## config.mk

```make
export PLATFORM = sky130hd
export DESIGN_NAME = modbus_rtu_request_framer
export DESIGN_NICKNAME = d
export VERILOG_FILES = /design/src/sv/mrf_pkg.sv /design/src/sv/modbus_rtu_request_framer.sv /design/src/sv/mrf_crc_stage.sv /design/src/sv/mrf_serializer.sv
export SDC_FILE = /design/constraint.sdc
export NUM_CORES = 1
export LEC_CHECK = 0
export ABC_CLOCK_PERIOD_IN_PS = 9800
export BUFFER_PORTS_ARGS = -buffer_cell sky130_fd_sc_hd__buf_2
export CAP_MARGIN = 20
export CELL_PAD_IN_SITES_DETAIL_PLACEMENT = 0
export CELL_PAD_IN_SITES_GLOBAL_PLACEMENT = 2
export CORE_MARGIN = 1
export CORE_UTILIZATION = 45
export DETAILED_ROUTE_END_ITERATION = 10
export PLACE_DENSITY_LB_ADDON = 0.1
export SETUP_SLACK_MARGIN = 0.5
export SLEW_MARGIN = 20
export SYNTH_ARGS = -nofsm -noshare
export SYNTH_HDL_FRONTEND = slang
export SYNTH_SLANG_ARGS = --single-unit
export TNS_END_PERCENT = 5
```

## constraint.sdc

```tcl
create_clock -name clock -period 9.8 [get_ports clock]
set_input_delay 0.49 -clock clock [delete_from_list [all_inputs] [get_ports clock]]
set_output_delay 0.49 -clock clock [all_outputs]
set_load 0.1 [all_outputs]
```

## src/sv/mrf_pkg.sv

```systemverilog
// ----------------------------------------------------------------------------
// Modbus RTU request framer package
// Shared request type, frame constants and the CRC-16/MODBUS byte update.
// ----------------------------------------------------------------------------
package mrf_pkg;

   localparam logic [15:0] CRC_INIT  = 16'hFFFF;
   localparam logic [15:0] CRC_POLY  = 16'hA001;
   localparam logic [7:0]  FN_READ   = 8'h03;
   localparam logic [7:0]  FN_WRITE  = 8'h06;
   localparam logic [7:0]  REG_ADDR  = 8'h40;
   localparam logic [7:0]  REG_COUNT = 8'h02;

   // Positions of the two CRC bytes and the last byte of the frame.
   localparam logic [2:0] POS_CRC_LO = 3'd6;
   localparam logic [2:0] POS_CRC_HI = 3'd7;

   typedef enum logic {
      KIND_READ  = 1'b0,
      KIND_WRITE = 1'b1
   } mrf_kind_type;

   typedef struct packed {
      mrf_kind_type func;
      logic [7:0]   device_id;
      logic [7:0]   new_address;
   } mrf_request_type;

   // Header byte at a given frame position (positions zero to five).
   function automatic logic [7:0] header_byte(mrf_request_type req, logic [2:0] pos);
      logic [7:0] b;
      unique case (pos)
         3'd0:    b = req.device_id;
         3'd1:    b = (req.func == KIND_WRITE) ? FN_WRITE : FN_READ;
         3'd2:    b = 8'h00;
         3'd3:    b = (req.func == KIND_WRITE) ? REG_ADDR : 8'h00;
         3'd4:    b = 8'h00;
         default: b = (req.func == KIND_WRITE) ? req.new_address : REG_COUNT;
      endcase
      return b;
   endfunction

   // One byte through the reflected CRC-16/MODBUS, bit by bit.
   function automatic logic [15:0] crc_update(logic [15:0] crc_in, logic [7:0] b);
      logic [15:0] c;
      c = crc_in ^ {8'h00, b};
      for (int k = 0; k < 8; k++) begin
         c = c[0] ? ((c >> 1) ^ CRC_POLY) : (c >> 1);
      end
      return c;
   endfunction

endpackage

```

## src/sv/modbus_rtu_request_framer.sv

```systemverilog
// ----------------------------------------------------------------------------
// Modbus RTU request framer
// Turns one request into an eight-byte Modbus RTU frame with CRC-16/MODBUS.
// ----------------------------------------------------------------------------
// A request (req_func, req_device_id, req_new_address) is taken on the req_
// channel when req_valid and req_ready are both high. Kind zero builds a
// read-holding-registers frame for two registers from address zero; kind one
// builds a write-single-register frame that sets register 0x40 to the new
// address. The frame leaves on the rsp_ channel one byte per transfer, the
// two CRC bytes last with the low byte first, and rsp_last_byte marks the
// eighth byte.
// Three CRC stages fold two header bytes each into the checksum, and a
// serializer register holds the finished frame. An accepted request passes
// through the stage registers in order into the serializer, which shows the
// first byte of its frame. The serializer sends one byte per cycle while the
// receiver takes them, and loads the next frame as the last byte is taken.
// Up to four requests can be in flight; when the receiver stalls the bytes
// wait in the serializer, the stages fill behind it and req_ready falls only
// once every stage holds a request. Nothing is lost or repeated.
// Reset is synchronous and empties every stage; no clearing pass is needed.
// ----------------------------------------------------------------------------
module modbus_rtu_request_framer (
   input  logic       clock,
   input  logic       reset,
   input  logic       req_valid,
   output logic       req_ready,
   input  logic       req_func,
   input  logic [7:0] req_device_id,
   input  logic [7:0] req_new_address,
   output logic       rsp_valid,
   input  logic       rsp_ready,
   output logic [7:0] rsp_frame_byte,
   output logic       rsp_last_byte
);

   mrf_pkg::mrf_request_type req_in;
   mrf_pkg::mrf_request_type s0_req;
   mrf_pkg::mrf_request_type s1_req;
   mrf_pkg::mrf_request_type s2_req;
   logic [15:0]              s0_crc;
   logic [15:0]              s1_crc;
   logic [15:0]              s2_crc;
   logic                     s0_valid;
   logic                     s1_valid;
   logic                     s2_valid;
   logic                     s0_ready;
   logic                     s1_ready;
   logic                     s2_ready;

   // Pack the request ports into the shared request type.
   always_comb begin
      req_in.func        = mrf_pkg::mrf_kind_type'(req_func);
      req_in.device_id   = req_device_id;
      req_in.new_address = req_new_address;
   end

   // First stage: slave address and function code.
   mrf_crc_stage u_stage0 (
      .clock     (clock),
      .reset     (reset),
      .first_pos (3'd0),
      .in_valid  (req_valid),
      .in_ready  (req_ready),
      .in_req    (req_in),
      .in_crc    (mrf_pkg::CRC_INIT),
      .out_valid (s0_valid),
      .out_ready (s0_ready),
      .out_req   (s0_req),
      .out_crc   (s0_crc)
   );

   // Second stage: register address bytes.
   mrf_crc_stage u_stage1 (
      .clock     (clock),
      .reset     (reset),
      .first_pos (3'd2),
      .in_valid  (s0_valid),
      .in_ready  (s0_ready),
      .in_req    (s0_req),
      .in_crc    (s0_crc),
      .out_valid (s1_valid),
      .out_ready (s1_ready),
      .out_req   (s1_req),
      .out_crc   (s1_crc)
   );

   // Third stage: count or value bytes; the CRC is complete after it.
   mrf_crc_stage u_stage2 (
      .clock     (clock),
      .reset     (reset),
      .first_pos (3'd4),
      .in_valid  (s1_valid),
      .in_ready  (s1_ready),
      .in_req    (s1_req),
      .in_crc    (s1_crc),
      .out_valid (s2_valid),
      .out_ready (s2_ready),
      .out_req   (s2_req),
      .out_crc   (s2_crc)
   );

   mrf_serializer u_serializer (
      .clock          (clock),
      .reset          (reset),
      .in_valid       (s2_valid),
      .in_ready       (s2_ready),
      .in_req         (s2_req),
      .in_crc         (s2_crc),
      .rsp_valid      (rsp_valid),
      .rsp_ready      (rsp_ready),
      .rsp_frame_byte (rsp_frame_byte),
      .rsp_last_byte  (rsp_last_byte)
   );

   // A frame never breaks off in the middle: after a byte other than the
   // last is taken, the next byte is already waiting.
   a_frame_continues: assert property (@(posedge clock) disable iff (reset)
      rsp_valid && rsp_ready && !rsp_last_byte |=> rsp_valid)
      else $error("frame stopped before its last byte");

   // Requests are refused only when every stage holds a request.
   a_stall_only_when_full: assert property (@(posedge clock) disable iff (reset)
      !req_ready |-> (s0_valid && s1_valid && s2_valid && rsp_valid))
      else $error("request refused while the pipeline has room");

   // A request moved into the serializer starts a fresh frame: the
   // first byte shown is the slave address of that request.
   a_frame_starts_with_address: assert property (@(posedge clock) disable iff (reset)
      s2_valid && s2_ready |=> rsp_frame_byte == $past(s2_req.device_id))
      else $error("frame does not start with the slave address");

endmodule

```

## src/sv/mrf_crc_stage.sv

```systemverilog
// ----------------------------------------------------------------------------
// Modbus RTU framer CRC stage
// One pipeline stage that folds two header bytes into the running CRC.
// ----------------------------------------------------------------------------
module mrf_crc_stage (
   input  logic                     clock,
   input  logic                     reset,
   input  logic [2:0]               first_pos,
   input  logic                     in_valid,
   output logic                     in_ready,
   input  mrf_pkg::mrf_request_type in_req,
   input  logic [15:0]              in_crc,
   output logic                     out_valid,
   input  logic                     out_ready,
   output mrf_pkg::mrf_request_type out_req,
   output logic [15:0]              out_crc
);

   logic                     valid_ff;
   logic                     valid_in;
   mrf_pkg::mrf_request_type req_ff;
   logic [15:0]              crc_ff;
   logic [15:0]              crc_mid;
   logic [15:0]              crc_in;
   logic                     load;

   assign in_ready = !valid_ff || out_ready;
   assign load     = in_valid && in_ready;

   always_comb begin
      crc_mid  = mrf_pkg::crc_update(in_crc, mrf_pkg::header_byte(in_req, first_pos));
      crc_in   = mrf_pkg::crc_update(crc_mid,
                    mrf_pkg::header_byte(in_req, 3'(first_pos + 3'd1)));
      valid_in = load ? 1'b1 : (valid_ff && !out_ready);
   end

   always_ff @(posedge clock) begin
      if (reset) begin
         valid_ff <= 1'b0;
      end else begin
         valid_ff <= valid_in;
      end
   end

   always_ff @(posedge clock) begin
      if (load) begin
         req_ff <= in_req;
         crc_ff <= crc_in;
      end
   end

   assign out_valid = valid_ff;
   assign out_req   = req_ff;
   assign out_crc   = crc_ff;

endmodule

```

## src/sv/mrf_serializer.sv

```systemverilog
// ----------------------------------------------------------------------------
// Modbus RTU framer serializer
// Holds one finished frame and hands it out one byte per accepted transfer.
// ----------------------------------------------------------------------------
module mrf_serializer (
   input  logic                     clock,
   input  logic                     reset,
   input  logic                     in_valid,
   output logic                     in_ready,
   input  mrf_pkg::mrf_request_type in_req,
   input  logic [15:0]              in_crc,
   output logic                     rsp_valid,
   input  logic                     rsp_ready,
   output logic [7:0]               rsp_frame_byte,
   output logic                     rsp_last_byte
);

   logic                     valid_ff;
   logic                     valid_in;
   logic [2:0]               pos_ff;
   logic [2:0]               pos_in;
   mrf_pkg::mrf_request_type req_ff;
   logic [15:0]              crc_ff;
   logic                     last;
   logic                     done;
   logic                     load;

   assign last     = (pos_ff == mrf_pkg::POS_CRC_HI);
   assign done     = valid_ff && rsp_ready && last;
   assign in_ready = !valid_ff || done;
   assign load     = in_valid && in_ready;

   always_comb begin
      valid_in = valid_ff;
      pos_in   = pos_ff;
      if (load) begin
         valid_in = 1'b1;
         pos_in   = 3'd0;
      end else if (done) begin
         valid_in = 1'b0;
         pos_in   = 3'd0;
      end else if (valid_ff && rsp_ready) begin
         pos_in   = 3'(pos_ff + 3'd1);
      end
   end

   always_ff @(posedge clock) begin
      if (reset) begin
         valid_ff <= 1'b0;
         pos_ff   <= 3'd0;
      end else begin
         valid_ff <= valid_in;
         pos_ff   <= pos_in;
      end
   end

   always_ff @(posedge clock) begin
      if (load) begin
         req_ff <= in_req;
         crc_ff <= in_crc;
      end
   end

   always_comb begin
      if (pos_ff == mrf_pkg::POS_CRC_LO) begin
         rsp_frame_byte = crc_ff[7:0];
      end else if (pos_ff == mrf_pkg::POS_CRC_HI) begin
         rsp_frame_byte = crc_ff[15:8];
      end else begin
         rsp_frame_byte = mrf_pkg::header_byte(req_ff, pos_ff);
      end
   end

   assign rsp_valid     = valid_ff;
   assign rsp_last_byte = last;

endmodule
```

==> results.py <==
metrics = {
    "setup_path": {
        "cpMostUsedCell": "o21ai_1",
        "critPathMaxStageDelay_ns": 0.54,
        "cp-start-kind": "flop",
        "path_max_fanout": 6,
        "required_ns": 9.31,
        "arrival_ns": 2.74,
        "timing.critical_path.buf_inv": 2,
        "critical-path-top-delay-family": "compound AO/OA/AOI/OAI gates",
        "cp-end-kind": "output pin",
        "cp_cell_sequence": "inv_1, ha_1, o21ba_2, nor4b_2, a221o_1, o21ai_1, o21ai_1, buf_2",
        "worstSetupPathType": "flop to output pin",
        "slowest_stage": "nor4b_2",
    },
    "clock_tree": {
        "numCtsBuffers": 17,
        "cts.clk_slew.worst_paths_ns": 0.05,
        "hold_buffers": 0,
        "cts_setup_buffers": 0,
        "post_cts_resized": 0,
        "clockRootBuffer": "clkbuf_16",
        "htreeDepth": 4,
        "tritoncts": "yes",
        "clk_path_buf_depth": 2,
        "clock_latency_ns": 0.41,
        "clock-sinks": 136,
    },
    "timing": {
        "max_slew_margin": 0.585,
        "fmax_mhz": 310,
        "setup_violations": 0,
        "rsz0062_at_grt": "false",
        "layout_min_cycle_time_ns": 3.23,
        "slew_viol_final": 0,
        "report.final.hold_viol_count": 0,
        "period_share": 0.329,
        "tns_ns": 0,
        "clock_skew_ns": 0.0151,
        "tightestPinTransition_ns": 0.621,
    },
    "finish": {
        "syn_to_final_growth_pct": 18.0,
        "drive_gt1_frac": 0.198,
        "antennaDiodeCount": 0,
        "final_cell_mix": "edfxtp_1, xnor2_1, xor2_1",
        "num-fill-cells": 927,
        "final_nets": 387,
        "final_common_cell": "edfxtp_1",
        "stdcell_area_um2": 6320,
        "layout.cells.non_filler": 516,
    },
    "synthesis": {
        "synth.avg_cell_area_um2": 17.2,
        "ys_ff_latch": 136,
        "synth.distinct_cells": 36,
        "synth_area_um2": 5360,
        "synth_cells": 312,
        "yosysWarnings": 0,
        "syn_nets": 339,
        "yosysSeqAreaShare": 0.750,
    },
    "power": {
        "p_sw_uw": 343,
        "p_int_mw": 1.27,
        "powerDensity_nw_per_um2": 255,
        "leakage_nw": 2.26,
        "seq_power_share": 0.450,
        "p_sw_frac": 0.212,
        "pwr-share-clk": 0.404,
        "vdd_ir_drop_max_mv": 0.125,
        "power_frac_comb": 0.146,
    },
    "global_routing": {
        "grt_pass1_wl_um": 12700,
        "grtUsageTotal": 0.140,
        "grt_max_degree": 34,
        "grt_overflow": 0,
        "grt_pass1_vias": 2496,
        "antenna_found_initial": 0,
    },
    "detailed_routing": {
        "first_iter_violations": 108,
        "via_per_inst": 4.62,
        "wl_per_cell_um": 14.7,
        "finalWirelength_um": 7590,
        "via_count": 2383,
        "drcViolationCount": 6,
        "postRouteAntennaNets": 0,
        "firstDrtPassIters": 7,
    },
    "floorplan": {
        "start_util": 0.465,
        "die_h_um": 111,
        "fp-row-count": 39,
        "die_w_um": 111,
        "die_area_um2": 12300,
        "io_pins": 32,
        "core-area_um2": 11500,
    },
    "place": {
        "dp_hpwl_um": 5460,
        "placed_cells": 484,
        "place_congestion": 0.717,
        "dpl-instance-area_um2": 5700,
        "port-buffer-count": 31,
    },
    "run_status": {
        "status": "finished with violations",
        "violations": "design-rule violations",
    },
    "flow_run": {
        "drv_cap": 0,
    },
    "hold_path": {
        "hp-class": "input port to flop",
    },
}
[cells by family after synthesis]
family,after synthesis,share of synthesized area
buffers and inverters,16,0.0131
XOR/XNOR,76,0.143
AO/OA/AOI/OAI,37,0.0453
adder cells (fa/ha/maj),6,0.0140
flip-flops,136,0.750
AND/OR/NAND/NOR,41,0.0348
[stage by stage]
stage	hold slack (ns)	setup slack, ns	utilization	power [mW]
after global placement	0.404	7.05	0.495	0.973
after floorplan	0.400	5.14	-	0.934
after detailed placement	0.405	6.98	0.495	0.978
after global routing	0.243	6.37	0.549	1.68
final	0.258	6.57	0.549	1.61
after CTS	0.245	6.53	0.549	1.63
[routing by layer]
| layer | share of wire | GRT usage |
|---|---|---|
| met5 | 0 | 0 |
| met1 | 0.48 | 0.177 |
| met4 | 0.020 | 0.0766 |
| met3 | 0.029 | 0.0377 |
| met2 | 0.47 | 0.220 |
[flip-flops by register name, summed over array words and instances (netlist names)]
register                count
u_stage2.out_crc           16
u_serializer.rsp_valid      1
u_serializer.req_ff        17
u_stage0.out_req           17
u_serializer.crc_ff        16
u_stage0.out_valid          1
u_stage1.out_crc           15
u_stage0.out_crc           14
u_stage2.out_req           17
u_stage1.out_valid          1
u_stage2.out_valid          1
u_stage1.out_req           17
u_serializer.pos_ff         3
[cells in the mapped netlist, drive strengths merged]
| library cell | count | share of area |
|---|---|---|
| xnor3 | 4 | 0.017 |
| xor3 | 1 | 0.0044 |
| a221oi | 2 | 0.0033 |
| nand2 | 22 | 0.017 |
| and2 | 1 | 0.0012 |
| edfxtp | 129 | 0.72 |
| ha | 6 | 0.014 |
| o31ai | 2 | 0.0028 |
| o22ai | 1 | 0.0012 |
| a221o | 4 | 0.0075 |
| xnor2 | 38 | 0.066 |
| o21ba | 1 | 0.0019 |
| xor2 | 33 | 0.055 |
| a21oi | 7 | 0.0065 |
| nand3 | 1 | 0.00093 |
| nor2b | 3 | 0.0035 |
| clkinv | 1 | 0.00070 |
| a2111oi | 1 | 0.0016 |
| and3 | 1 | 0.0012 |
| inv | 9 | 0.0063 |
| o21ai | 13 | 0.012 |
| o21bai | 2 | 0.0028 |
| nor4b | 1 | 0.0028 |
| a21boi | 2 | 0.0028 |
| nor2 | 12 | 0.0084 |
| clkbuf | 6 | 0.0061 |
| a21o | 1 | 0.0014 |
| a22oi | 1 | 0.0014 |
| dfxtp | 7 | 0.026 |
[path summary, 6_finish.rpt]
| kind | from | end | slack [ns] | cells past startpoint |
|---|---|---|---|---|
| setup / recovery | u_serializer.pos_ff[1] | rsp_frame_byte[7] | 6.57 | 8 |
| hold / removal | req_new_address[7] | u_stage0.out_req[7] | 0.26 | 1 |
| setup reg to reg | u_serializer.pos_ff[1] | u_stage0.out_req[7] | 7.37 | 6 |
| hold reg to reg | u_stage2.out_crc[13] | u_serializer.crc_ff[13] | 0.42 | 0 |
[layout make-up]
cell class	count	area, um^2	area share
flip-flops and latches	136	4010	0.635
inverters	10	37.5	0.00594
well taps	143	179	0.0283
clock buffers	25	475	0.0753
repair buffers	35	185	0.0293
multi-input cells	160	1280	0.203
clock inverters	7	143	0.0226
[power groups by stage]
stage	clock network, mW	logic (mW)	registers [mW]
2_1_floorplan	0	0.201	0.734
3_3_place_gp	0	0.235	0.738
3_5_place_dp	0	0.239	0.738
4_1_cts	0.665	0.240	0.727
5_1_grt	0.693	0.261	0.730
6_report	0.652	0.235	0.726
No activity file was read; power rests on OpenSTA's default activity.
